<file path="src/lookahead_path_steering_control_unit_defines.svh">
// Assertion macros for the lookahead path steering control unit.
// Included by modules that check their own control logic; no other dependencies.
`ifndef LOOKAHEAD_PATH_STEERING_CONTROL_UNIT_DEFINES_SVH
`define LOOKAHEAD_PATH_STEERING_CONTROL_UNIT_DEFINES_SVH
`ifndef NO_ASSERTIONS
`define ASSERT_ALWAYS(lbl, clk, rst, cond) \
   lbl: assert property (@(posedge clk) disable iff (rst) (cond)) \
      else $error("invariant violated");
`define ASSERT_NEXT(lbl, clk, rst, ante, cons) \
   lbl: assert property (@(posedge clk) disable iff (rst) (ante) |=> (cons)) \
      else $error("sequence violated");
`else
`define ASSERT_ALWAYS(lbl, clk, rst, cond)
`define ASSERT_NEXT(lbl, clk, rst, ante, cons)
`endif
`endif

</file>
<file path="src/lpsc_pkg.sv">
// Shared types, constants and the arctangent table of the steering unit.
// No dependencies; used by the CORDIC, square root and top-level modules.
`timescale 1ns / 1ps
package lpsc_pkg;

   localparam int CSR_AW = 5;

   typedef enum logic [2:0] {
      REG_TURN_THRESH,
      REG_TURN_RATE_LIMIT,
      REG_YAW_GAIN,
      REG_YAW_RATE_LIMIT,
      REG_SPEED_LIMIT,
      REG_SPEED_REG_ON,
      REG_HEADING_SPEED_GAIN,
      REG_STOP_DISTANCE
   } reg_idx_type;

   typedef enum logic [1:0] {
      CMD_CLEAR,
      CMD_APPEND,
      CMD_ODOM
   } cmd_type;

   localparam int SMALL_W  = 12;
   localparam int D2_W     = 21;
   localparam int CORDIC_W = 32;
   localparam int ANG_W    = 21;
   localparam int E_W      = 22;
   localparam int SQ_IN_W  = 37;
   localparam int SQ_W     = 19;
   localparam int SQ_STEPS = 19;

   localparam int LOOK_UNITS = 1280;
   localparam int LOOK_SQ    = 1638400;
   localparam int SLOW_SQ    = 589824;
   localparam int PI_Q16     = 205887;
   localparam int TWO_PI_Q16 = 411775;
   localparam int RECIP3     = 43691;

   localparam logic [14:0] RST_TURN_THRESH        = 15'd8192;
   localparam logic [14:0] RST_TURN_RATE_LIMIT    = 15'd4096;
   localparam logic [15:0] RST_YAW_GAIN           = 16'd256;
   localparam logic [14:0] RST_YAW_RATE_LIMIT     = 15'd4096;
   localparam logic [14:0] RST_SPEED_LIMIT        = 15'd4096;
   localparam logic        RST_SPEED_REG_ON       = 1'b0;
   localparam logic [15:0] RST_HEADING_SPEED_GAIN = 16'd256;
   localparam logic [19:0] RST_STOP_DISTANCE      = 20'd256;

   function automatic logic signed [ANG_W-1:0] atan_q16(input logic [3:0] i);
      logic signed [ANG_W-1:0] v;
      case (i)
         4'd0: v = 21'sd51472;
         4'd1: v = 21'sd30386;
         4'd2: v = 21'sd16055;
         4'd3: v = 21'sd8150;
         4'd4: v = 21'sd4091;
         4'd5: v = 21'sd2047;
         4'd6: v = 21'sd1024;
         4'd7: v = 21'sd512;
         4'd8: v = 21'sd256;
         4'd9: v = 21'sd128;
         4'd10: v = 21'sd64;
         4'd11: v = 21'sd32;
         4'd12: v = 21'sd16;
         4'd13: v = 21'sd8;
         4'd14: v = 21'sd4;
         default: v = 21'sd2;
      endcase
      return v;
   endfunction

endpackage

</file>
<file path="src/lpsc_sqrt.sv">
// Iterative integer square root, one result bit per cycle.
// Depends on lpsc_pkg for operand widths and step count.
`timescale 1ns / 1ps
module lpsc_sqrt (
   input  logic                          clock,
   input  logic                          reset,
   input  logic                          start,
   input  logic [lpsc_pkg::SQ_IN_W-1:0]  value,
   output logic                          busy,
   output logic [lpsc_pkg::SQ_W-1:0]     root
);
   import lpsc_pkg::*;

   logic [SQ_IN_W:0] v_ff, v_in, r_ff, r_in, bitv, t;
   logic [4:0]       k_ff, k_in;
   logic             busy_ff, busy_in;

   always_comb begin
      v_in    = v_ff;
      r_in    = r_ff;
      k_in    = k_ff;
      busy_in = busy_ff;
      bitv    = (SQ_IN_W+1)'(1) << {k_ff, 1'b0};
      t       = r_ff + bitv;
      if (start) begin
         v_in    = {1'b0, value};
         r_in    = '0;
         k_in    = 5'(SQ_STEPS - 1);
         busy_in = 1'b1;
      end else if (busy_ff) begin
         if (v_ff >= t) begin
            v_in = v_ff - t;
            r_in = (r_ff >> 1) + bitv;
         end else begin
            r_in = r_ff >> 1;
         end
         if (k_ff == '0) begin
            busy_in = 1'b0;
         end else begin
            k_in = k_ff - 5'd1;
         end
      end
   end

   always_ff @(posedge clock) begin
      if (reset) begin
         busy_ff <= 1'b0;
         k_ff    <= '0;
      end else begin
         busy_ff <= busy_in;
         k_ff    <= k_in;
      end
      v_ff <= v_in;
      r_ff <= r_in;
   end

   assign busy = busy_ff;
   assign root = r_ff[SQ_W-1:0];
endmodule

</file>
<file path="config.mk">
export PLATFORM = sky130hd
export DESIGN_NAME = lpsc_sqrt
export DESIGN_NICKNAME = d
export VERILOG_FILES = /design/src/lookahead_path_steering_control_unit_defines.svh /design/src/lpsc_pkg.sv /design/src/lpsc_sqrt.sv
export SDC_FILE = /design/constraint.sdc
export NUM_CORES = 1
export LEC_CHECK = 0
export ABC_AREA = 1
export BUFFER_PORTS_ARGS = -buffer_cell sky130_fd_sc_hd__buf_4
export CAP_MARGIN = 5
export CORE_UTILIZATION = 60
export CTS_BUF_LIST = sky130_fd_sc_hd__clkbuf_8
export CTS_CLUSTER_DIAMETER = 150
export DETAILED_ROUTE_END_ITERATION = 6
export MAX_ROUTING_LAYER = met4
export PLACE_DENSITY = 0.88
export SETUP_SLACK_MARGIN = 0.2
export SKIP_LAST_GASP = 1
export SLEW_MARGIN = 20
export SYNTH_ARGS = -nofsm -noshare
export SYNTH_HDL_FRONTEND = slang
export SYNTH_SLANG_ARGS = --single-unit
</file>
<file path="constraint.sdc">
create_clock -name clock -period 8.01 [get_ports clock]
set_input_delay 0.4005 -clock clock [delete_from_list [all_inputs] [get_ports clock]]
set_output_delay 0.4005 -clock clock [all_outputs]
set_load 0.01 [all_outputs]
</file>
* After elaboration in Yosys (flattened, before gate mapping)
Index checks and enable logic that the tools add are counted.
** Storage, ports and cells
- Register bits :: 82
- Bits in latches :: 0
- Memory bits (writable) :: 0
- Memory bits (read-only) :: 0
- Bits of input ports :: 40
- Output and inout port bits :: 20
- Logic and storage cells :: 32
- Memories :: 0
** Operators by class
- $add $sub $neg :: 4
- Multipliers :: 0
- Divide/modulo/power cells :: 0
- Magnitude comparators :: 1
- Eq/ne operators :: 1
- Shifts and indexed selects :: 1
- Mux-type cells :: 10
- Bitwise logic cells :: 1
- Reductions and logical operators :: 8
** Operator list (count)
- $mux W37 :: 3
- $add A37 B38 Y38 :: 1
- $add A38 B38 Y38 :: 1
- $ge A38 B38 Y1 :: 1
- $mux W38 :: 1
- $shl A1 B6 Y38 const A :: 1
- $sub A38 B38 Y38 :: 1
- $mux W5 :: 3
- $reduce_and A2 Y1 :: 4
- $logic_not A5 Y1 :: 1
- $sub A5 B1 Y5 const B :: 1
- $reduce_bool A2 Y1 :: 2
- $mux W1 :: 3
- $ne A2 B2 Y1 const B :: 1
- $reduce_or A2 Y1 :: 1
- $not A1 Y1 :: 1

* Longest topological paths before layout
Gate-level depths: netlist of run 1.
- Depth in word-level cells :: 6
- Mapped depth :: 35
- Gate-level depth less buffers :: 34

* Least setup slack after synthesis of run 1
Ideal clock, no wire load.
- Kind :: register -> register
- Start :: register k_ff[0]
- End :: register v_ff[0], enable pin
- Library setup time :: 0.395 ns
- Data arrival time :: 4.458 ns
- Data required time :: 7.615 ns
- Slack :: 3.158 ns
- Stages on the path, launching flop included :: 29
- Path buffers :: 0
- Period minus slack after synthesis :: 4.852 ns
- Path through :: dfxtp_1 -> inv_1 -> ha_1 -> nand2_1 -> nor2_1 -> ha_1 -> ha_1 -> nand3_1 -> nand2_1 -> a21oi_1 -> nor2_2 -> nand2_1 -> nand2_1 -> nand2_1 -> nand2_1 -> a21oi_2 -> o21ai_1 -> xor2_1 -> ha_1 -> nand2_1 -> nor2_1 -> inv_1 -> o21ai_0 -> a21oi_1 -> nand2_1 -> nand2_2 -> nand2_4 -> nand2_1 -> nand2_1
** Between the ends
- Word-level cells in the longest chain between the ends :: 5
** RTL lines
- from (decl) :: line lpsc_sqrt.sv:15 : logic [4:0] k_ff, k_in;
- from (signal assigned) :: line lpsc_sqrt.sv:51 : k_ff <= k_in;
- $shl A1 B6 Y38 :: line lpsc_sqrt.sv:23 : bitv = (SQ_IN_W+1)'(1) << {k_ff, 1'b0};
- $add A38 B38 Y38 :: line lpsc_sqrt.sv:24 : t = r_ff + bitv;
- $ge A38 B38 Y1 :: line lpsc_sqrt.sv:31 : if (v_ff >= t) begin
- $reduce_bool A2 Y1 (no source line)
- $reduce_and A2 Y1 (no source line)
- to (signal assigned) :: line lpsc_sqrt.sv:53 : v_ff <= v_in;
- to (decl) :: line lpsc_sqrt.sv:14 : logic [SQ_IN_W:0] v_ff, v_in, r_ff, r_in, bitv, t;
Every way passes these cells.
A chain may end at the register's enable or synchronous reset.

* Final worst setup path of run 1
- Start :: register k_ff[0]
- End :: register v_ff[8], enable pin
The elaborated chain is that of the path after synthesis.

==> results of run 1 <==
report_power, final:
group	internal [mW]	total (mW)	switching (mW)
clock network	0.173	0.349	0.176
registers	0.600	0.729	0.129
logic	0.676	2.04	1.36
worst max-delay path, delay by kind of cell (launching register included):
family | cells | cell delay [ps]
simple gates | 16 | 2650
fa+ha+maj | 4 | 930
compound gates | 5 | 790
buf+inv | 3 | 670
flops | 1 | 380
xor+xnor | 1 | 250
layer usage:
metal	up-vias	share of wire [%]	GRT usage, %
li1	5582	-	-
met1	5023	44	54.28
met2	660	42	57.86
met3	73	11	7.755
met4	0	2.7	12.92
met5	-	0	-
how the worst max path moves through the flow:
stage                              start  slack [ps]  cells past startpoint            endpoint
floorplan           k_ff[0]$_SDFFE_PP0P_        3160                     28   v_ff[0]$_DFFE_PP_
global placement    k_ff[0]$_SDFFE_PP0P_        2320                     29  v_ff[10]$_DFFE_PP_
detailed placement  k_ff[1]$_SDFFE_PP0P_        2150                     29   v_ff[7]$_DFFE_PP_
CTS                 k_ff[0]$_SDFFE_PP0P_        2100                     29   v_ff[2]$_DFFE_PP_
global route        k_ff[0]$_SDFFE_PP0P_        1470                     29  v_ff[18]$_DFFE_PP_
finish              k_ff[0]$_SDFFE_PP0P_        1930                     29   v_ff[8]$_DFFE_PP_
sequential cells by signal, indices dropped and copies added, names as in the netlist:
signal and cells:
v_ff 38, k_ff 5, busy 1, r_ff 38
cell type report:
| cell class | instances | area [sq um] | share of cell area (%) |
|---|---|---|---|
| clock buffer | 9 | 123.9 | 1.155 |
| clock inverter | 7 | 87.58 | 0.8170 |
| inverter | 248 | 930.9 | 8.683 |
| multi-input combinational | 1321 | 6815 | 63.57 |
| sequential | 82 | 2012 | 18.77 |
| tap | 216 | 270.3 | 2.521 |
| timing repair buffer | 64 | 480.5 | 4.482 |
logic make-up after synthesis:
kind of cell,share of synthesized area [%]
simple gates,38.08
buf+inv,12.03
compound gates,16.43
xor+xnor,4.102
fa+ha+maj,9.302
flops,20.05
cell usage in the layout, fill, tap and decap left out, drive strengths merged, types with 5 or more instances in the layout:
| cell type | instances |
|---|---|
| clkbuf | 9 |
| ha | 73 |
| nand2 | 504 |
| dfxtp | 45 |
| o31ai | 5 |
| a21o | 9 |
| nand3b | 7 |
| nor3 | 17 |
| inv | 250 |
| a31oi | 15 |
| buf | 64 |
| edfxtp | 37 |
| o21bai | 13 |
| nor4 | 6 |
| a21oi | 126 |
| nor2 | 189 |
| xor2 | 34 |
| or2 | 17 |
| xnor2 | 13 |
| nand4 | 20 |
| o21ai | 108 |
| nand3 | 140 |
per-stage QoR:
| stage | hold WS [ps] | setup WS, ps | util (%) | std cells | cell area [sq um] |
|---|---|---|---|---|---|
| floorplan | 454.5 | 3158 | - | 1700 | 10030 |
| global placement | 495.8 | 2322 | 65.21 | 1931 | 10510 |
| detailed placement | 499.7 | 2147 | 65.21 | 1931 | 10510 |
| CTS | 228.4 | 2097 | 66.52 | 1947 | 10720 |
| global route | 248.9 | 1470 | 66.52 | 1947 | 10720 |
| finish | 248.5 | 1935 | 66.52 | 1947 | 10720 |
==> impl_results.md, run 1 <==
- Max transition margin: 36.10%
- R2R Path Start: k_ff[0]$_SDFFE_PP0P_
- Routed WL: 33.39 mm
- Largest vdd supply drop: 218.0 uV
- CP max stage delay: 460 ps
- Synth unique cells: 50
- Maximum clock path buffer count: 2
- Root buf cell: clkbuf_8
- Top cells by count, synth: nand2_1 (490), inv_1 (243), nor2_1 (182)
- Clock latency on the worst-skew pair: 400 ps
- I/O Pins: 60
- RePlAce Congestion: 1.077
- Mean Syn Cell Area: 5.903 sq um
- Initial antenna violation count: 0
- Post-synth EDFFs: 37
- Post-CTS sizing: 0
- Clk_skew: 15.38 ps
- DRC viols: 0
- Worst Reg2Reg Path Length in Cells: 29
- Die area: 17240 sq um
- WL per Instance: 17.15 um
- GRT overflow: 0
- Top-count cell post-synth: nand2_1
- Hold path endpoint: k_ff[1]$_SDFFE_PP0P_
- Nets@finish: 1840
- Setup Crit Path Kind: flop to flop
- Synth Flop Type: dfxtp_1
- Startpoint Class: flop
- Synth area leaders: nand2_1 (18%), edfxtp_1 (11%), ha_1 (9.1%)
- Hold wc startpoint: reset
- WP data required: 8040 ps
- Max Cap Viol: 0
- P&R area growth vs syn: 6.833%
- R2r setup slk: 1930 ps
- Clk sinks: 82
- Leakage power: 5.180 nW
- Initial Util: 62.27%
- Slew @ Worst Pin: 958.4 ps
- Vias in the first global route: 9982
- Leading area contributor after synthesis: nand2_1
- Post-Syn Nets: 1814
- Fill cell count: 1592
- Yosys Warn Count: 0
- Core ar.: 16120 sq um
- First-pass GRT wire length: 52.32 mm
- GRT Resource Usage Total: 39.53%
- Sequential-to-total area share from yosys stat: 20.05%
- Hold Crit Class: input port to flop
- Slew Limit Fails: 0
- Fin Setup TNS: 0 ps
- Die height: 131.3 um
- Status: complete, no violations
- Share of layout cells above drive strength 1: 7.395%
- Critical R2R Capture: v_ff[8]$_DFFE_PP_
- DR vias/cell: 5.823
- RSZ-0062 raised after global routing: false
- Pwr dens: 290.6 nW/um^2
- Die extent in x: 131.3 um
- Final hold violations: 0
- Vias: 11340
- IO Port Bufs: 59
- Post-Synthesis Cells: 1700
- Number of cell rows: 46
- Tmin final: 6075 ps
- TritonRoute pass-1 iters: 6
- Postcts setup bufs: 0
- Critical path arrival: 6100 ps
- Post-route ant nets: 0
- Post-synthesis register bit count: 82
- CP most frequent cell: nand2_1
- Hold Crit Depth: 2
- Antenna diode count: 0
- # setup viols final: 0
- DRT iter0 DRCs: 1369
- Total Power: 3.116 mW
- CTS tree: yes
- Top-area cell type share of the netlist area: 18.33%
- Tcrit/Tclk final: 75.84%
- Async SR Flop Fraction: 0%
- Worst-path fanout max: 46
- DPL Wire Length: 26.38 mm
- Fmax: 0.1646 GHz
- Largest net degree at the start of global routing: 88
- Worst-path clk slew: 90 ps
- Cell area after synthesis: 10030 sq um
- CP max stage cell: buf_4
- CP endpoint kind: flop
- Hold_buf cts: 0
- CTS Buf Count: 9
- CTS HTree Levels: 3
(Power assumes the default switching activity.)
==> run 2: changes to the inputs <==
--- a/config.mk
+++ b/config.mk
@@ -8,12 +8,12 @@
 export ABC_AREA = 1
 export BUFFER_PORTS_ARGS = -buffer_cell sky130_fd_sc_hd__buf_4
 export CAP_MARGIN = 5
-export CORE_UTILIZATION = 60
+export CORE_UTILIZATION = 58
 export CTS_BUF_LIST = sky130_fd_sc_hd__clkbuf_8
 export CTS_CLUSTER_DIAMETER = 150
 export DETAILED_ROUTE_END_ITERATION = 6
 export MAX_ROUTING_LAYER = met4
-export PLACE_DENSITY = 0.88
+export PLACE_DENSITY = 0.89
 export SETUP_SLACK_MARGIN = 0.2
 export SKIP_LAST_GASP = 1
 export SLEW_MARGIN = 20
==> constraint.sdc (replaced) <==
create_clock -name clock -period 4.9 [get_ports clock]
set_input_delay 0.245 -clock clock [delete_from_list [all_inputs] [get_ports clock]]
set_output_delay 0.245 -clock clock [all_outputs]
set_load 0.01 [all_outputs]
==> run 2 against run 1 <==
Compared with the run above: critical path depth down 3; highest routed layer unchanged; sequential power grew 65%; clock skew increased by 7.1 ps; cell area up 11%; setup slack worse by 1700 ps; largest cell class unchanged; die area is 3.4% higher; combinational power grew 100%; worst hold slack lost 200 ps; fmax is 31% higher.
==> impl_results.md, run 2 (synthesis gave the netlist of run 1 again) <==
- Setup Crit Path Kind: flop to flop
- Final hold violations: 0
- Final Util: 71.12%
- GRT Resource Usage Total: 40.65%
- Worst-path clk slew: 80 ps
- Maximum clock path buffer count: 2
- P&R area growth vs syn: 18.79%
- CTS Buf Count: 9
- Total Power: 5.790 mW
- Critical path arrival: 4760 ps
- Die height: 133.5 um
- Clk_skew: 22.52 ps
- Core ar.: 16760 sq um
- Vias: 11950
- Initial antenna violation count: 0
- Antenna diode count: 0
- Fin area: 11920 sq um
- Fill cell count: 1502
- Post-DP Area: 10840 sq um
- Tcrit/Tclk final: 94.94%
- Inst Count DP: 1975
- I/O Pins: 60
- First-pass GRT wire length: 54.92 mm
- DPL Wire Length: 27.97 mm
- Worst-path fanout max: 6
- Commonest non-fill, non-tap cell in the layout: nand2_1
- DR vias/cell: 5.920
- Post-route ant nets: 0
- Slew @ Worst Pin: 641.7 ps
- Fin Hold WS: 47.16 ps
- Leakage power: 5.601 nW
- Vias in the first global route: 10350
- Nets@finish: 1909
- CP endpoint kind: flop
- CTS HTree Levels: 3
- TritonRoute pass-1 iters: 6
- RSZ-0062 raised after global routing: true
- DRT iter0 DRCs: 1499
- Slew Limit Fails: 0
- Routed WL: 37.09 mm
- Max transition margin: 56.77%
- Max Cap Viol: 0
- Largest vdd supply drop: 386.6 uV
- CTS tree: yes
- Pwr dens: 485.7 nW/um^2
- Tmin final: 4652 ps
- DRC viols: 0
- Clock latency on the worst-skew pair: 390 ps
- Startpoint Class: flop
- Biggest regs: r_ff x38, v_ff x38, k_ff x5
- Die extent in x: 133.5 um
- Most frequent cells in the layout: nand2_1 (469), inv_1 (241), nor2_1 (154), nand3_1 (133), buf_4 (122)
- IO Port Bufs: 59
- Hold Crit Class: input port to flop
- Status: complete, no violations
- # setup viols final: 0
- RePlAce Congestion: 1.038
- Share of layout cells above drive strength 1: 16.91%
- Non-filler cells, final: 2018
- WP data required: 5010 ps
- Largest net degree at the start of global routing: 48
- Die area: 17830 sq um
- Fmax: 0.2150 GHz
- Clk sinks: 82
- WL per Instance: 18.38 um
- Initial Util: 59.87%
- GRT overflow: 0
- Root buf cell: clkbuf_8
- Number of cell rows: 47
## run 2: changes by cell type in the layout (fill, tap and decap cells not counted), sizes merged
cell	before	now
buf	64	130
clkbuf	9	12
bufinv	2	0
## run 2: per-layer routing
metal,track usage [%],up-vias,share of wire [%]
li1,-,5710,-
met4,12.75,0,3.0
met3,5.403,88,10
met1,56.64,5393,43
met2,60.53,756,43
met5,-,-,0
## run 2: final timing paths
kind	depth (start not counted)	endpoint	start	slack, ps
setup / recovery	26	v_ff[13]$_DFFE_PP_	k_ff[2]$_SDFFE_PP0P_	250
hold / removal	2	k_ff[1]$_SDFFE_PP0P_	reset	50
setup reg to reg	26	v_ff[13]$_DFFE_PP_	k_ff[2]$_SDFFE_PP0P_	250
hold reg to reg	2	r_ff[37]$_SDFFE_PP0P_	r_ff[37]$_SDFFE_PP0P_	510
## run 2: area by class of cell
class,instances,area [sq um],area share [%]
tap,220,275.3,2.309
timing repair buffer,133,1157,9.709
multi-input combinational,1321,7376,61.88
inverter,248,942.2,7.904
clock buffer,9,123.9,1.039
clock inverter,5,20.02,0.1679
sequential,82,2026,16.99
## run 2: metrics by stage
step           setup slack [ps]  setup TNS [ps]
6_report                  248.0               0
5_1_grt                   103.2               0
4_1_cts                   209.3               0
3_5_place_dp             -157.3           -7726
3_3_place_gp              4.829               0
2_1_floorplan             382.0               0
## run 2: repair_timing
action / CTS / global route
pin swaps: 6 / 39
endpoints found under the setup margin: 79 / 88
cloned: 2 / 3
buffers inserted: 5 / 19
hold buffers: 0 / 0
resized for setup: 31 / 118
hold endpoints to repair: 0 / 0
## run 2: critical path, stage by stage, from the launching register on
cell and delay, ps:
dfxtp_4 410, clkinvlp_4 170, nand2_4 170, nor2_4 70
ha_4 270, nand2_1 110, nor2_2 170, nand4_1 180
nor4_1 340, buf_4 180, nand4_1 110, buf_4 160
o2111ai_2 100, xor2_1 100, ha_1 340, nand2_2 70
inv_2 110, nand3_1 90, nor3_2 130, nand4_1 220
nand3_1 160, a21oi_2 70, nand2_4 160, nand2_4 70
nand2_4 90, buf_6 140, clkbuf_16 160
## run 2: power breakdown
group | total, mW | internal, mW | switching, mW
combinational | 4.14 | 1.64 | 2.50
sequential | 1.20 | 0.981 | 0.224
clock | 0.450 | 0.171 | 0.278
