===== src/lookahead_path_steering_control_unit_defines.svh =====
// Assertion macros for the lookahead path steering control unit.
// Included by modules that check their own control logic; no other dependencies.
`ifndef LOOKAHEAD_PATH_STEERING_CONTROL_UNIT_DEFINES_SVH
`define LOOKAHEAD_PATH_STEERING_CONTROL_UNIT_DEFINES_SVH
`ifndef NO_ASSERTIONS
`define ASSERT_ALWAYS(lbl, clk, rst, cond) \
   lbl: assert property (@(posedge clk) disable iff (rst) (cond)) \
      else $error("invariant violated");
`define ASSERT_NEXT(lbl, clk, rst, ante, cons) \
   lbl: assert property (@(posedge clk) disable iff (rst) (ante) |=> (cons)) \
      else $error("sequence violated");
`else
`define ASSERT_ALWAYS(lbl, clk, rst, cond)
`define ASSERT_NEXT(lbl, clk, rst, ante, cons)
`endif
`endif


===== src/lpsc_pkg.sv =====
// Shared types, constants and the arctangent table of the steering unit.
// No dependencies; used by the CORDIC, square root and top-level modules.
`timescale 1ns / 1ps
package lpsc_pkg;

   localparam int CSR_AW = 5;

   typedef enum logic [2:0] {
      REG_TURN_THRESH,
      REG_TURN_RATE_LIMIT,
      REG_YAW_GAIN,
      REG_YAW_RATE_LIMIT,
      REG_SPEED_LIMIT,
      REG_SPEED_REG_ON,
      REG_HEADING_SPEED_GAIN,
      REG_STOP_DISTANCE
   } reg_idx_type;

   typedef enum logic [1:0] {
      CMD_CLEAR,
      CMD_APPEND,
      CMD_ODOM
   } cmd_type;

   localparam int SMALL_W  = 12;
   localparam int D2_W     = 21;
   localparam int CORDIC_W = 32;
   localparam int ANG_W    = 21;
   localparam int E_W      = 22;
   localparam int SQ_IN_W  = 37;
   localparam int SQ_W     = 19;
   localparam int SQ_STEPS = 19;

   localparam int LOOK_UNITS = 1280;
   localparam int LOOK_SQ    = 1638400;
   localparam int SLOW_SQ    = 589824;
   localparam int PI_Q16     = 205887;
   localparam int TWO_PI_Q16 = 411775;
   localparam int RECIP3     = 43691;

   localparam logic [14:0] RST_TURN_THRESH        = 15'd8192;
   localparam logic [14:0] RST_TURN_RATE_LIMIT    = 15'd4096;
   localparam logic [15:0] RST_YAW_GAIN           = 16'd256;
   localparam logic [14:0] RST_YAW_RATE_LIMIT     = 15'd4096;
   localparam logic [14:0] RST_SPEED_LIMIT        = 15'd4096;
   localparam logic        RST_SPEED_REG_ON       = 1'b0;
   localparam logic [15:0] RST_HEADING_SPEED_GAIN = 16'd256;
   localparam logic [19:0] RST_STOP_DISTANCE      = 20'd256;

   function automatic logic signed [ANG_W-1:0] atan_q16(input logic [3:0] i);
      logic signed [ANG_W-1:0] v;
      case (i)
         4'd0: v = 21'sd51472;
         4'd1: v = 21'sd30386;
         4'd2: v = 21'sd16055;
         4'd3: v = 21'sd8150;
         4'd4: v = 21'sd4091;
         4'd5: v = 21'sd2047;
         4'd6: v = 21'sd1024;
         4'd7: v = 21'sd512;
         4'd8: v = 21'sd256;
         4'd9: v = 21'sd128;
         4'd10: v = 21'sd64;
         4'd11: v = 21'sd32;
         4'd12: v = 21'sd16;
         4'd13: v = 21'sd8;
         4'd14: v = 21'sd4;
         default: v = 21'sd2;
      endcase
      return v;
   endfunction

endpackage


===== src/lpsc_cordic.sv =====
// Iterative vectoring CORDIC giving the bearing of a short offset, one step a cycle.
// Depends on lpsc_pkg for widths, pi and the arctangent table.
`timescale 1ns / 1ps
module lpsc_cordic (
   input  logic                                 clock,
   input  logic                                 reset,
   input  logic                                 start,
   input  logic signed [lpsc_pkg::SMALL_W-1:0]  dx,
   input  logic signed [lpsc_pkg::SMALL_W-1:0]  dy,
   output logic                                 busy,
   output logic signed [lpsc_pkg::ANG_W-1:0]    angle
);
   import lpsc_pkg::*;

   localparam logic signed [ANG_W-1:0] PI_A = ANG_W'(PI_Q16);

   logic signed [CORDIC_W-1:0] x_ff, x_in, y_ff, y_in, xs, ys, x0, y0;
   logic signed [ANG_W-1:0]    z_ff, z_in;
   logic [3:0]                 it_ff, it_in;
   logic                       busy_ff, busy_in, zero_ff, zero_in;

   always_comb begin
      x_in    = x_ff;
      y_in    = y_ff;
      z_in    = z_ff;
      it_in   = it_ff;
      busy_in = busy_ff;
      zero_in = zero_ff;
      xs      = x_ff >>> it_ff;
      ys      = y_ff >>> it_ff;
      x0      = {{(CORDIC_W-SMALL_W-16){dx[SMALL_W-1]}}, dx, 16'b0};
      y0      = {{(CORDIC_W-SMALL_W-16){dy[SMALL_W-1]}}, dy, 16'b0};
      if (start) begin
         zero_in = (dx == '0) && (dy == '0);
         it_in   = '0;
         busy_in = 1'b1;
         if (dx < 0) begin
            x_in = -x0;
            y_in = -y0;
            z_in = (dy >= 0) ? PI_A : -PI_A;
         end else begin
            x_in = x0;
            y_in = y0;
            z_in = '0;
         end
      end else if (busy_ff) begin
         if (y_ff >= 0) begin
            x_in = x_ff + ys;
            y_in = y_ff - xs;
            z_in = z_ff + atan_q16(it_ff);
         end else begin
            x_in = x_ff - ys;
            y_in = y_ff + xs;
            z_in = z_ff - atan_q16(it_ff);
         end
         it_in = it_ff + 4'd1;
         if (it_ff == 4'd15) begin
            busy_in = 1'b0;
         end
      end
   end

   always_ff @(posedge clock) begin
      if (reset) begin
         busy_ff <= 1'b0;
         it_ff   <= '0;
      end else begin
         busy_ff <= busy_in;
         it_ff   <= it_in;
      end
      x_ff    <= x_in;
      y_ff    <= y_in;
      z_ff    <= z_in;
      zero_ff <= zero_in;
   end

   assign busy  = busy_ff;
   assign angle = zero_ff ? '0 : z_ff;
endmodule


===== config.mk =====
export PLATFORM = sky130hd
export DESIGN_NAME = lpsc_cordic
export DESIGN_NICKNAME = d
export VERILOG_FILES = /design/src/lookahead_path_steering_control_unit_defines.svh /design/src/lpsc_pkg.sv /design/src/lpsc_cordic.sv
export SDC_FILE = /design/constraint.sdc
export NUM_CORES = 1
export LEC_CHECK = 0
export ABC_AREA = 1
export ABC_CLOCK_PERIOD_IN_PS = 3600
export BUFFER_PORTS_ARGS = -buffer_cell sky130_fd_sc_hd__buf_2
export CELL_PAD_IN_SITES_DETAIL_PLACEMENT = 1
export CELL_PAD_IN_SITES_GLOBAL_PLACEMENT = 2
export CORE_UTILIZATION = 32
export CTS_BUF_LIST = sky130_fd_sc_hd__clkbuf_2 sky130_fd_sc_hd__clkbuf_4 sky130_fd_sc_hd__clkbuf_8
export DETAILED_ROUTE_END_ITERATION = 10
export HOLD_SLACK_MARGIN = 0.06
export PLACE_DENSITY = 0.76
export SYNTH_ARGS = -nofsm -noshare
export SYNTH_HDL_FRONTEND = slang
export SYNTH_SLANG_ARGS = --single-unit

===== constraint.sdc =====
create_clock -name clock -period 3.6 [get_ports clock]
set_clock_uncertainty 0.05 [all_clocks]
set_input_delay 0.9 -clock clock [delete_from_list [all_inputs] [get_ports clock]]
set_output_delay 0.9 -clock clock [all_outputs]
set_load 0.02 [all_outputs]

; After elaboration in Yosys (flattened, before gate mapping)
; Memory sizes are Yosys's and may differ from the RTL's. A register that Yosys moved wholly into a read port is not among the register bits.
; Index checks and enable logic that the tools add are counted.
[classes]
addsub = 9
n_lt_le_gt_ge = 3
eq_ne = 1
shift = 2
muxes = 27
n_reduce_logical = 5
[ops]
columns = op, count
row1 = $mux 32, 8
row2 = $mux 21, 12
row3 = $add 32x32->32, 2
row4 = $neg 28->32, 2
row5 = $sshr 32x4->32, 2
row6 = $sub 32x32->32, 2
row7 = $ge 32x1->1 const B, 1
row8 = $logic_not 12->1, 2
row9 = $add 21x21->21, 1
row10 = $sub 21x21->21, 1
row11 = $mux 4, 4
row12 = $ge 12x1->1 const B, 1
row13 = $lt 12x1->1 const B, 1
row14 = $add 4x1->4 const B, 1
row15 = $eq 4x4->1 const B, 1
row16 = $mux 1, 3
row17 = $reduce_bool 2->1, 1
row18 = $reduce_or 2->1, 1
row19 = $logic_and 1x1->1, 1
[totals]
reg_bits = 91
rom_bits = 512
in_bits = 27
mem_count = 2
[memory_table]
columns = memory, depth, word_bits, rd, rd_clocked_by_memory_dff, write_ports, line_no
row1 = (no name shown), 16, 16, 1, 1, 0, lpsc_pkg.sv:52  ; case (i)
row2 = (no name shown), 16, 16, 1, 1, 0, lpsc_pkg.sv:52

; Longest topological paths before layout
; Gate-level depths: netlist of the first run.
[depth]
depth_word = 8
ltp_mapped = 32

; Worst setup path before layout of the first run
; Ideal clock, no wire load.
[synth_timing]
kind = reg2reg
start = register it_ff[0]
end = register x_ff[24], data pin
t_arrival_ns = 3.639
t_required_ns = 3.290
path_slack_ns = -0.349
path_stages_with_launch = 28
n_path_buf = 1
cell_sequence = dfxtp_1 -> clkbuf_1 -> nand2_1 -> and2_1 -> nand2_1 -> nand3_1 -> nand2_1 -> nand2_1 -> nand2_1 -> inv_1 -> ha_1 -> nor2_1 -> xor2_1 -> inv_1 -> ha_1 -> nand2_1 -> nand2_1 -> o21ai_0 -> o21ai_0 -> a21oi_1 -> o21ai_0 -> nand2_1 -> a21oi_1 -> nand2_1 -> nand2_1 -> nand2_1 -> nand2_1 -> o22ai_1
[synth_via]
elab_chain_len = 5
word_cells_on_any_way = 6
classes_between = add/sub: 2 / shift: 1 / mux: 3
[synth_rtl]
columns = element, line_no
row1 = from (decl), lpsc_cordic.sv:19  ; logic [3:0] it_ff, it_in;
row2 = from (signal assigned), lpsc_cordic.sv:69  ; it_ff <= it_in;
row3 = $sshr 32x4->32 *, lpsc_cordic.sv:30  ; ys = y_ff >>> it_ff;
row4 = $sub 32x32->32 or $add 32x32->32 (tied branches), "lpsc_cordic.sv:52, lpsc_cordic.sv:48"
row5 = $mux 32 *, lpsc_cordic.sv:47  ; if (y_ff >= 0) begin
row6 = $mux 32 *, lpsc_cordic.sv:46  ; end else if (busy_ff) begin
row7 = $mux 32 *, lpsc_cordic.sv:33  ; if (start) begin
row8 = net x_in[24], lpsc_cordic.sv:17  ; logic signed [CORDIC_W-1:0] x_ff, x_in, y_ff, y_in, xs, ys, x0, y0;
row9 = to (signal assigned), lpsc_cordic.sv:71  ; x_ff <= x_in;
row10 = to (decl), lpsc_cordic.sv:17
; The timed path passes the listed nets; every way through them passes the cells marked *. The select of a mux whose other input is x is not followed.
; A chain may end at the register's enable or synchronous reset.

; Worst setup path in the final report of the first run
[layout_timing]
start = register it_ff[0]
end = register x_ff[27], data pin
; The elaborated chain is that of the path after synthesis.

==> results of run 1 <==
repair_timing:
item,CTS,global route
cloned,2,6
setup buffers,36,30
pin swaps,85,95
gates resized for setup,246,307
endpoints found under the setup margin,52,58
hold endpoints to repair,0,0
how the worst max path moves through the flow:
stage / startpoint / end / slack, ps / cells after the start
6_report: it_ff[0] / x_ff[27] / -660 / 25
5_1_grt: it_ff[0] / x_ff[27] / -930 / 27
4_1_cts: it_ff[0] / y_ff[31] / -580 / 31
3_5_place_dp: it_ff[0] / y_ff[25] / -980 / 30
3_3_place_gp: it_ff[0] / y_ff[25] / -930 / 30
2_1_floorplan: it_ff[0] / y_ff[27] / -50 / 26
critical path, stage by stage, from the launching register on:
cell and delay, ps:
dfxtp_4 490, inv_12 70, clkbuf_16 170, nand2_1 60
and2_4 140, nand2_1 60, nand3_1 70, nand3_1 120
nand2_2 130, ha_4 160, nand3_4 90, nor3_4 270
nand4_1 260, nand2_2 150, xnor2_1 140, inv_1 110
ha_4 310, nand2_2 90, nor2_4 150, inv_1 80
o21ai_0 250, nand2_1 90, o211ai_1 150, a21oi_1 130
o21ai_2 120, o41ai_2 100
synth_stat cells (7+ instances only):
| cell type | instances | area [sq um] |
|---|---|---|
| nand3_1 | 323 | 1617 |
| o21a_1 | 12 | 90.09 |
| o221ai_1 | 8 | 70.07 |
| dfxtp_1 | 21 | 420.4 |
| ha_1 | 98 | 1226 |
| a21o_1 | 13 | 97.59 |
| inv_2 | 9 | 33.78 |
| buf_1 | 9 | 33.78 |
| or2_2 | 11 | 68.82 |
| and2_1 | 23 | 143.9 |
| nor2_1 | 192 | 720.7 |
| edfxtp_1 | 86 | 2582 |
| o21ai_1 | 15 | 75.07 |
| clkbuf_1 | 40 | 150.1 |
| nand2_1 | 626 | 2350 |
| inv_1 | 201 | 754.5 |
| a21oi_1 | 159 | 795.8 |
| o22ai_1 | 7 | 43.79 |
| o211ai_1 | 9 | 67.56 |
| a21oi_2 | 8 | 70.07 |
| nor3_1 | 41 | 205.2 |
| o21ai_0 | 134 | 670.6 |
| nand4_1 | 21 | 131.4 |
| nand2_2 | 10 | 62.56 |
| a31oi_1 | 16 | 100.1 |
| xnor2_1 | 32 | 280.3 |
| xor2_1 | 49 | 429.2 |
| buf_2 | 24 | 120.1 |
area by class of cell:
type / count / area [sq um] / share of cell area
multi-input cells: 1860 / 11990 / 0.5522
repair buffers: 634 / 4936 / 0.2274
flip-flops and latches: 107 / 3012 / 0.1387
inverters: 210 / 813.3 / 0.03746
well taps: 585 / 732.0 / 0.03371
clock buffers: 9 / 123.9 / 0.005705
clock inverters: 7 / 77.57 / 0.003573
repair inverters: 3 / 26.28 / 0.001210
diodes: 1 / 2.502 / 0.0001153
layer usage:
metal / vias up / global-route usage
li1: 8774 / -
met1: 8903 / 0.3905
met2: 419 / 0.4825
met3: 97 / 0.03405
met4: 0 / 0.09745
met5: - / 0
logic make-up after synthesis:
group | count (synthesis) | share of synthesized area
AND/OR/NAND/NOR | 1269 | 0.3918
adder cells (fa/ha/maj) | 101 | 0.09213
buffers and inverters | 293 | 0.08496
flip-flops | 107 | 0.2151
XOR/XNOR | 81 | 0.05082
AO/OA/AOI/OAI | 409 | 0.1652
per-stage QoR:
stage,utilization,setup slack [ps],cells
detailed placement,0.4344,-978.6,3327
global placement,0.4344,-932.6,3327
global route,0.5040,-929.3,3415
finish,0.5040,-660.1,3416
floorplan,-,-46.39,2260
CTS,0.4682,-579.0,3380
==> results by group, run 1 <==
Outcome
  – Status: finished with violations
  – Violated checks: setup timing

Yosys
  – Seq cells post-synth: 107
  – Syn Nets: 2,388
  – Library cells used by synthesis: 49
  – Synth Instances: 2,260
  – Ys Warns: 0
  – Post-synth ARST share: 0
  – Post-Syn Area: 0.01396 sq mm
  – Post-synth EDFFs: 86
  – Register area share after synthesis: 0.2151
  – Synth Flop Type: edfxtp_1
  – Syn avg cell area: 6.177 sq um

STA
  – Final-report hold violation count: 0
  – Fin Hold WS: 538.6 ps
  – Slew @ Worst Pin: 788.6 ps
  – Slew HR: 0.4743
  – Fin crit period: 4260 ps
  – Final setup vio count: 44
  – Slew Viols, Final: 0
  – RSZ-0062 raised after global routing: yes
  – Sum of negative setup slack: -17,980 ps
  – Tcrit/Tclk final: 1.183
  – Fmax achieved: 0.2347 GHz
  – Final worst setup slack: -660.1 ps

Detailed routing
  – Met2 wire len: 32,340 microns
  – Final wirelength: 67,910 microns
  – WL met3: 3305 microns
  – Total number of vias: 18,190
  – Antenna Violating Nets Remaining: 0
  – DRC: 0
  – DRT Pass-1 Iters: 7
  – WL/cell: 19.88 microns
  – First DRT Iteration DRCs: 1,154
  – Highest Signal Layer: met4
  – Via density: between 5 and 6
  – Metal-1 WL: 30,370 microns

Global route
  – Total gr overflow: 0
  – First-pass GRT wire length: between 100,000 and 150,000 microns
  – Total track usage: 0.2910
  – Vias in the first global route: 18,580
  – Initial antenna violation count: 0
  – Pin count of the biggest net entering global routing: between 50 and 60

Layout
  – Commonest cells after routing, fill and taps aside: 554 x buf_4, 502 x nand2_1, 214 x nand3_1
  – Most common cell after layout, fill and taps aside: buf_4
  – Net count reported at finish: 2,953
  – Synthesis-to-layout area growth: 55.51%
  – Fillers: 5,543
  – Fin area: 0.02171 sq mm
  – Layout cells sized above 1: 0.4092

Clock network
  – CTS sink cnt: 107
  – H-tree levels: 3
  – CTS max path bufs: 2
  – CTS Buf Count: 9
  – Worst skew pair latency: 480 ps
  – CTS tree: built
  – Clock-pin slew on the worst setup and hold paths: 140 ps
  – Root buffer cell: clkbuf_8
  – Post-CTS Hold Buffers: 0

Min path
  – Worst Hold Launch: reset
  – WHS Path Cells: 2
  – Worst Hold Class: in2reg
  – Worst Hold Endpoint: busy

Critical path
  – Register-to-Register Path Depth: 25
  – Reg-to-reg startpoint: it_ff[0]
  – Critical Path RT: 3790 ps
  – Critical path class: reg2reg
  – WP data arrival: 4450 ps
  – R2R Setup Slk: -660 ps
  – Crit. End Element: flip-flop
  – Crit Path Max Fanout: 9
  – Reg-to-reg endpoint: x_ff[27]
  – Critical Path Start Type: flip-flop

Floorplan
  – Die Y-Extent: roughly 210 microns
  – Row count: 76
  – Top Ports: 49
  – Core area: 0.04308 sq mm
  – Die ar.: 0.04447 sq mm
  – Die Width: 210.9 microns
  – Initial Utilization: 0.3241

Placement
  – IO buf count: between 40 and 50
  – Placer Congestion: around 0.92
  – Placed wire-length estimate: 51,630 microns
  – Placed instance area: 0.01871 sq mm

Run
  – MaxCap Viol Count: 0
Power of run 1 is left out: the tool's default activity adds up to more than one toggle a clock period on the data nets, which glitch-free logic cannot reach.
==> run 2: changes to the inputs <==
Settings changed: CTS_BUF_LIST sky130_fd_sc_hd__clkbuf_2 sky130_fd_sc_hd__clkbuf_4 sky130_fd_sc_hd__clkbuf_8 to sky130_fd_sc_hd__clkbuf_8, RECOVER_POWER set to 25.
==> run 2 against run 1 <==
  * Flip-flop and latch count did not move
  * The flow still finishes with violations (setup timing)
  * Final cell count is essentially flat
  * Routed wire length stayed put
  * Fmax decreased by 0.10%
==> results by group, run 2 (synthesis gave the netlist of run 1 again) <==
Outcome
  – Status: finished with violations (unchanged)
  – Violated checks: setup timing (unchanged)

STA
  – Tcrit/Tclk final: 1.185 (was 1.183)
  – Final setup vio count: 44 (unchanged)
  – RSZ-0062 raised after global routing: yes (unchanged)
  – Final-report hold violation count: 0 (unchanged)
  – Slew HR: 0.4743 (about the same)
  – Slew Viols, Final: 0 (unchanged)
  – Slew @ Worst Pin: 788.6 ps (about the same)
  – Fin crit period: 4264 ps (was 4260 ps)
  – Fmax achieved: 0.2345 GHz (was 0.2347 GHz)
  – Final worst setup slack: -664.5 ps (was -660.1 ps)

Floorplan
  – Initial Utilization: 0.3241 (unchanged)
  – Die ar.: 0.04447 sq mm (unchanged)
  – Row count: 76 (unchanged)
  – Die Y-Extent: 210.9 microns (unchanged)
  – Top Ports: 49 (unchanged)
  – Die Width: 210.9 microns (unchanged)
  – Core area: 0.04308 sq mm (unchanged)

Min path
  – Worst Hold Endpoint: busy (unchanged)
  – Worst Hold Launch: reset (unchanged)
  – Worst Hold Class: in2reg (unchanged)
  – WHS Path Cells: 2 (unchanged)

Critical path
  – Top delay family on crit path: simple AND/OR/NAND/NOR gates (unchanged)
  – Critical Path Start Type: flip-flop (unchanged)
  – Critical Path RT: 3790 ps (about the same)
  – Reg-to-reg startpoint: it_ff[0] (unchanged)
  – Crit. End Element: flip-flop (unchanged)
  – Crit Path Max Fanout: 9 (unchanged)
  – Register-to-Register Path Depth: 25 (unchanged)
  – Critical path class: reg2reg (unchanged)
  – WP data arrival: 4460 ps (was 4450 ps)
  – Critical path buffer and inverter count: 4 (unchanged)
  – Slowest-stage cell, CP: dfxtp_4 (unchanged)
  – R2R Setup Slk: -660 ps (about the same)
  – Max stage delay on crit path: 490 ps (about the same)
  – Reg-to-reg endpoint: x_ff[27] (unchanged)

Placement
  – Dpl cells: 3,327 (unchanged)
  – IO buf count: 48 (unchanged)
  – Placer Congestion: 0.9205 (unchanged)
  – Placed wire-length estimate: 51,630 microns (unchanged)

Detailed routing
  – DRT Pass-1 Iters: 5 (was 7)
  – Antenna Violating Nets Remaining: 0 (unchanged)
  – WL/cell: 19.89 microns (was 19.88 microns)
  – Total number of vias: 18,190 (about the same)
  – Via density: 5.327 (was 5.326)
  – First DRT Iteration DRCs: 1,154 (unchanged)
  – Final wirelength: 67,910 microns (unchanged)
  – DRC: 0 (unchanged)

Layout
  – Most common cell after layout, fill and taps aside: buf_4 (unchanged)
  – Net count reported at finish: 2,953 (unchanged)
  – Synthesis-to-layout area growth: 55.49% (was 55.51%)
  – Antenna diode count: 0 (was 1)
  – Commonest cells after routing, fill and taps aside: 554 x buf_4, 502 x nand2_1, 214 x nand3_1 (unchanged)
  – Fin cells: 3,415 (was 3,416)
  – Layout cells sized above 1: 0.4088 (was 0.4092)

Clock network
  – CTS Buf Count: 9 (unchanged)
  – CTS tree: built (unchanged)
  – CTS max path bufs: 2 (unchanged)
  – Worst skew pair latency: 480 ps (about the same)
  – Clock-pin slew on the worst setup and hold paths: 140 ps (about the same)
  – Root buffer cell: clkbuf_8 (unchanged)
  – H-tree levels: 3 (unchanged)
  – CTS sink cnt: 107 (unchanged)

Run
  – MaxCap Viol Count: 0 (unchanged)

Global route
  – Total track usage: 0.2910 (unchanged)
  – Pin count of the biggest net entering global routing: 54 (unchanged)
  – Total gr overflow: 0 (unchanged)
  – Vias in the first global route: 18,580 (unchanged)
  – Initial antenna violation count: 0 (unchanged)
  – First-pass GRT wire length: 101,000 microns (unchanged)
-- run 2: cell types whose count changed in the layout (fill, tap and decap cells not counted), sizes merged --
cell    change
clkbuf      +1
diode       -1
buf         -1
-- run 2: area by class of cell --
class                           count  area [sq um]
Clock buffer                        9         123.9
Clock inverter                      7         77.57
Fill cell                        5543         21370
Inverter                          210         813.3
Multi-Input combinational cell   1860         11990
Sequential cell                   107          3012
Tap cell                          585         732.0
Timing Repair Buffer              634          4935
Timing Repair inverter              3         26.28
-- run 2: worst max path at each step --
stage / startpoint / end / depth (start not counted)
after floorplan: it_ff[0] / y_ff[27] / 26
after global placement: it_ff[0] / y_ff[25] / 30
after detailed placement: it_ff[0] / y_ff[25] / 30
after CTS: it_ff[0] / y_ff[31] / 31
after global routing: it_ff[0] / x_ff[27] / 27
final: it_ff[0] / x_ff[27] / 25
-- run 2: what timing repair did --
action / 4_1_cts / 5_1_grt
pin swaps: 85 / 95
buffers inserted: 36 / 30
gates cloned: 2 / 6
gates resized for setup: 246 / 307
hold buffers: 0 / 0
setup endpoints to repair: 52 / 58
-- run 2: routing by layer --
metal,up-vias,wire length (microns),global-route usage
met5,-,0,0
met4,0,1861,0.09745
met3,91,3297,0.03405
met2,412,32380,0.4825
met1,8916,30370,0.3905
li1,8772,-,-
-- run 2: per-stage QoR --
step / instance area (sq um) / worst slack, ps / setup TNS, ps / hold slack (ps) / utilization
4_1_cts: 20170 / -579.0 / -17280 / 500.8 / 0.4682
3_5_place_dp: 18710 / -978.6 / -25650 / 533.7 / 0.4344
6_report: 21710 / -664.5 / -18080 / 537.6 / 0.5039
5_1_grt: 21710 / -929.2 / -28350 / 532.4 / 0.5039
3_3_place_gp: 18710 / -932.6 / -21110 / 503.6 / 0.4344
2_1_floorplan: 14140 / -46.39 / -122.9 / 546.0 / -
Power of run 2 is left out for the same reason.
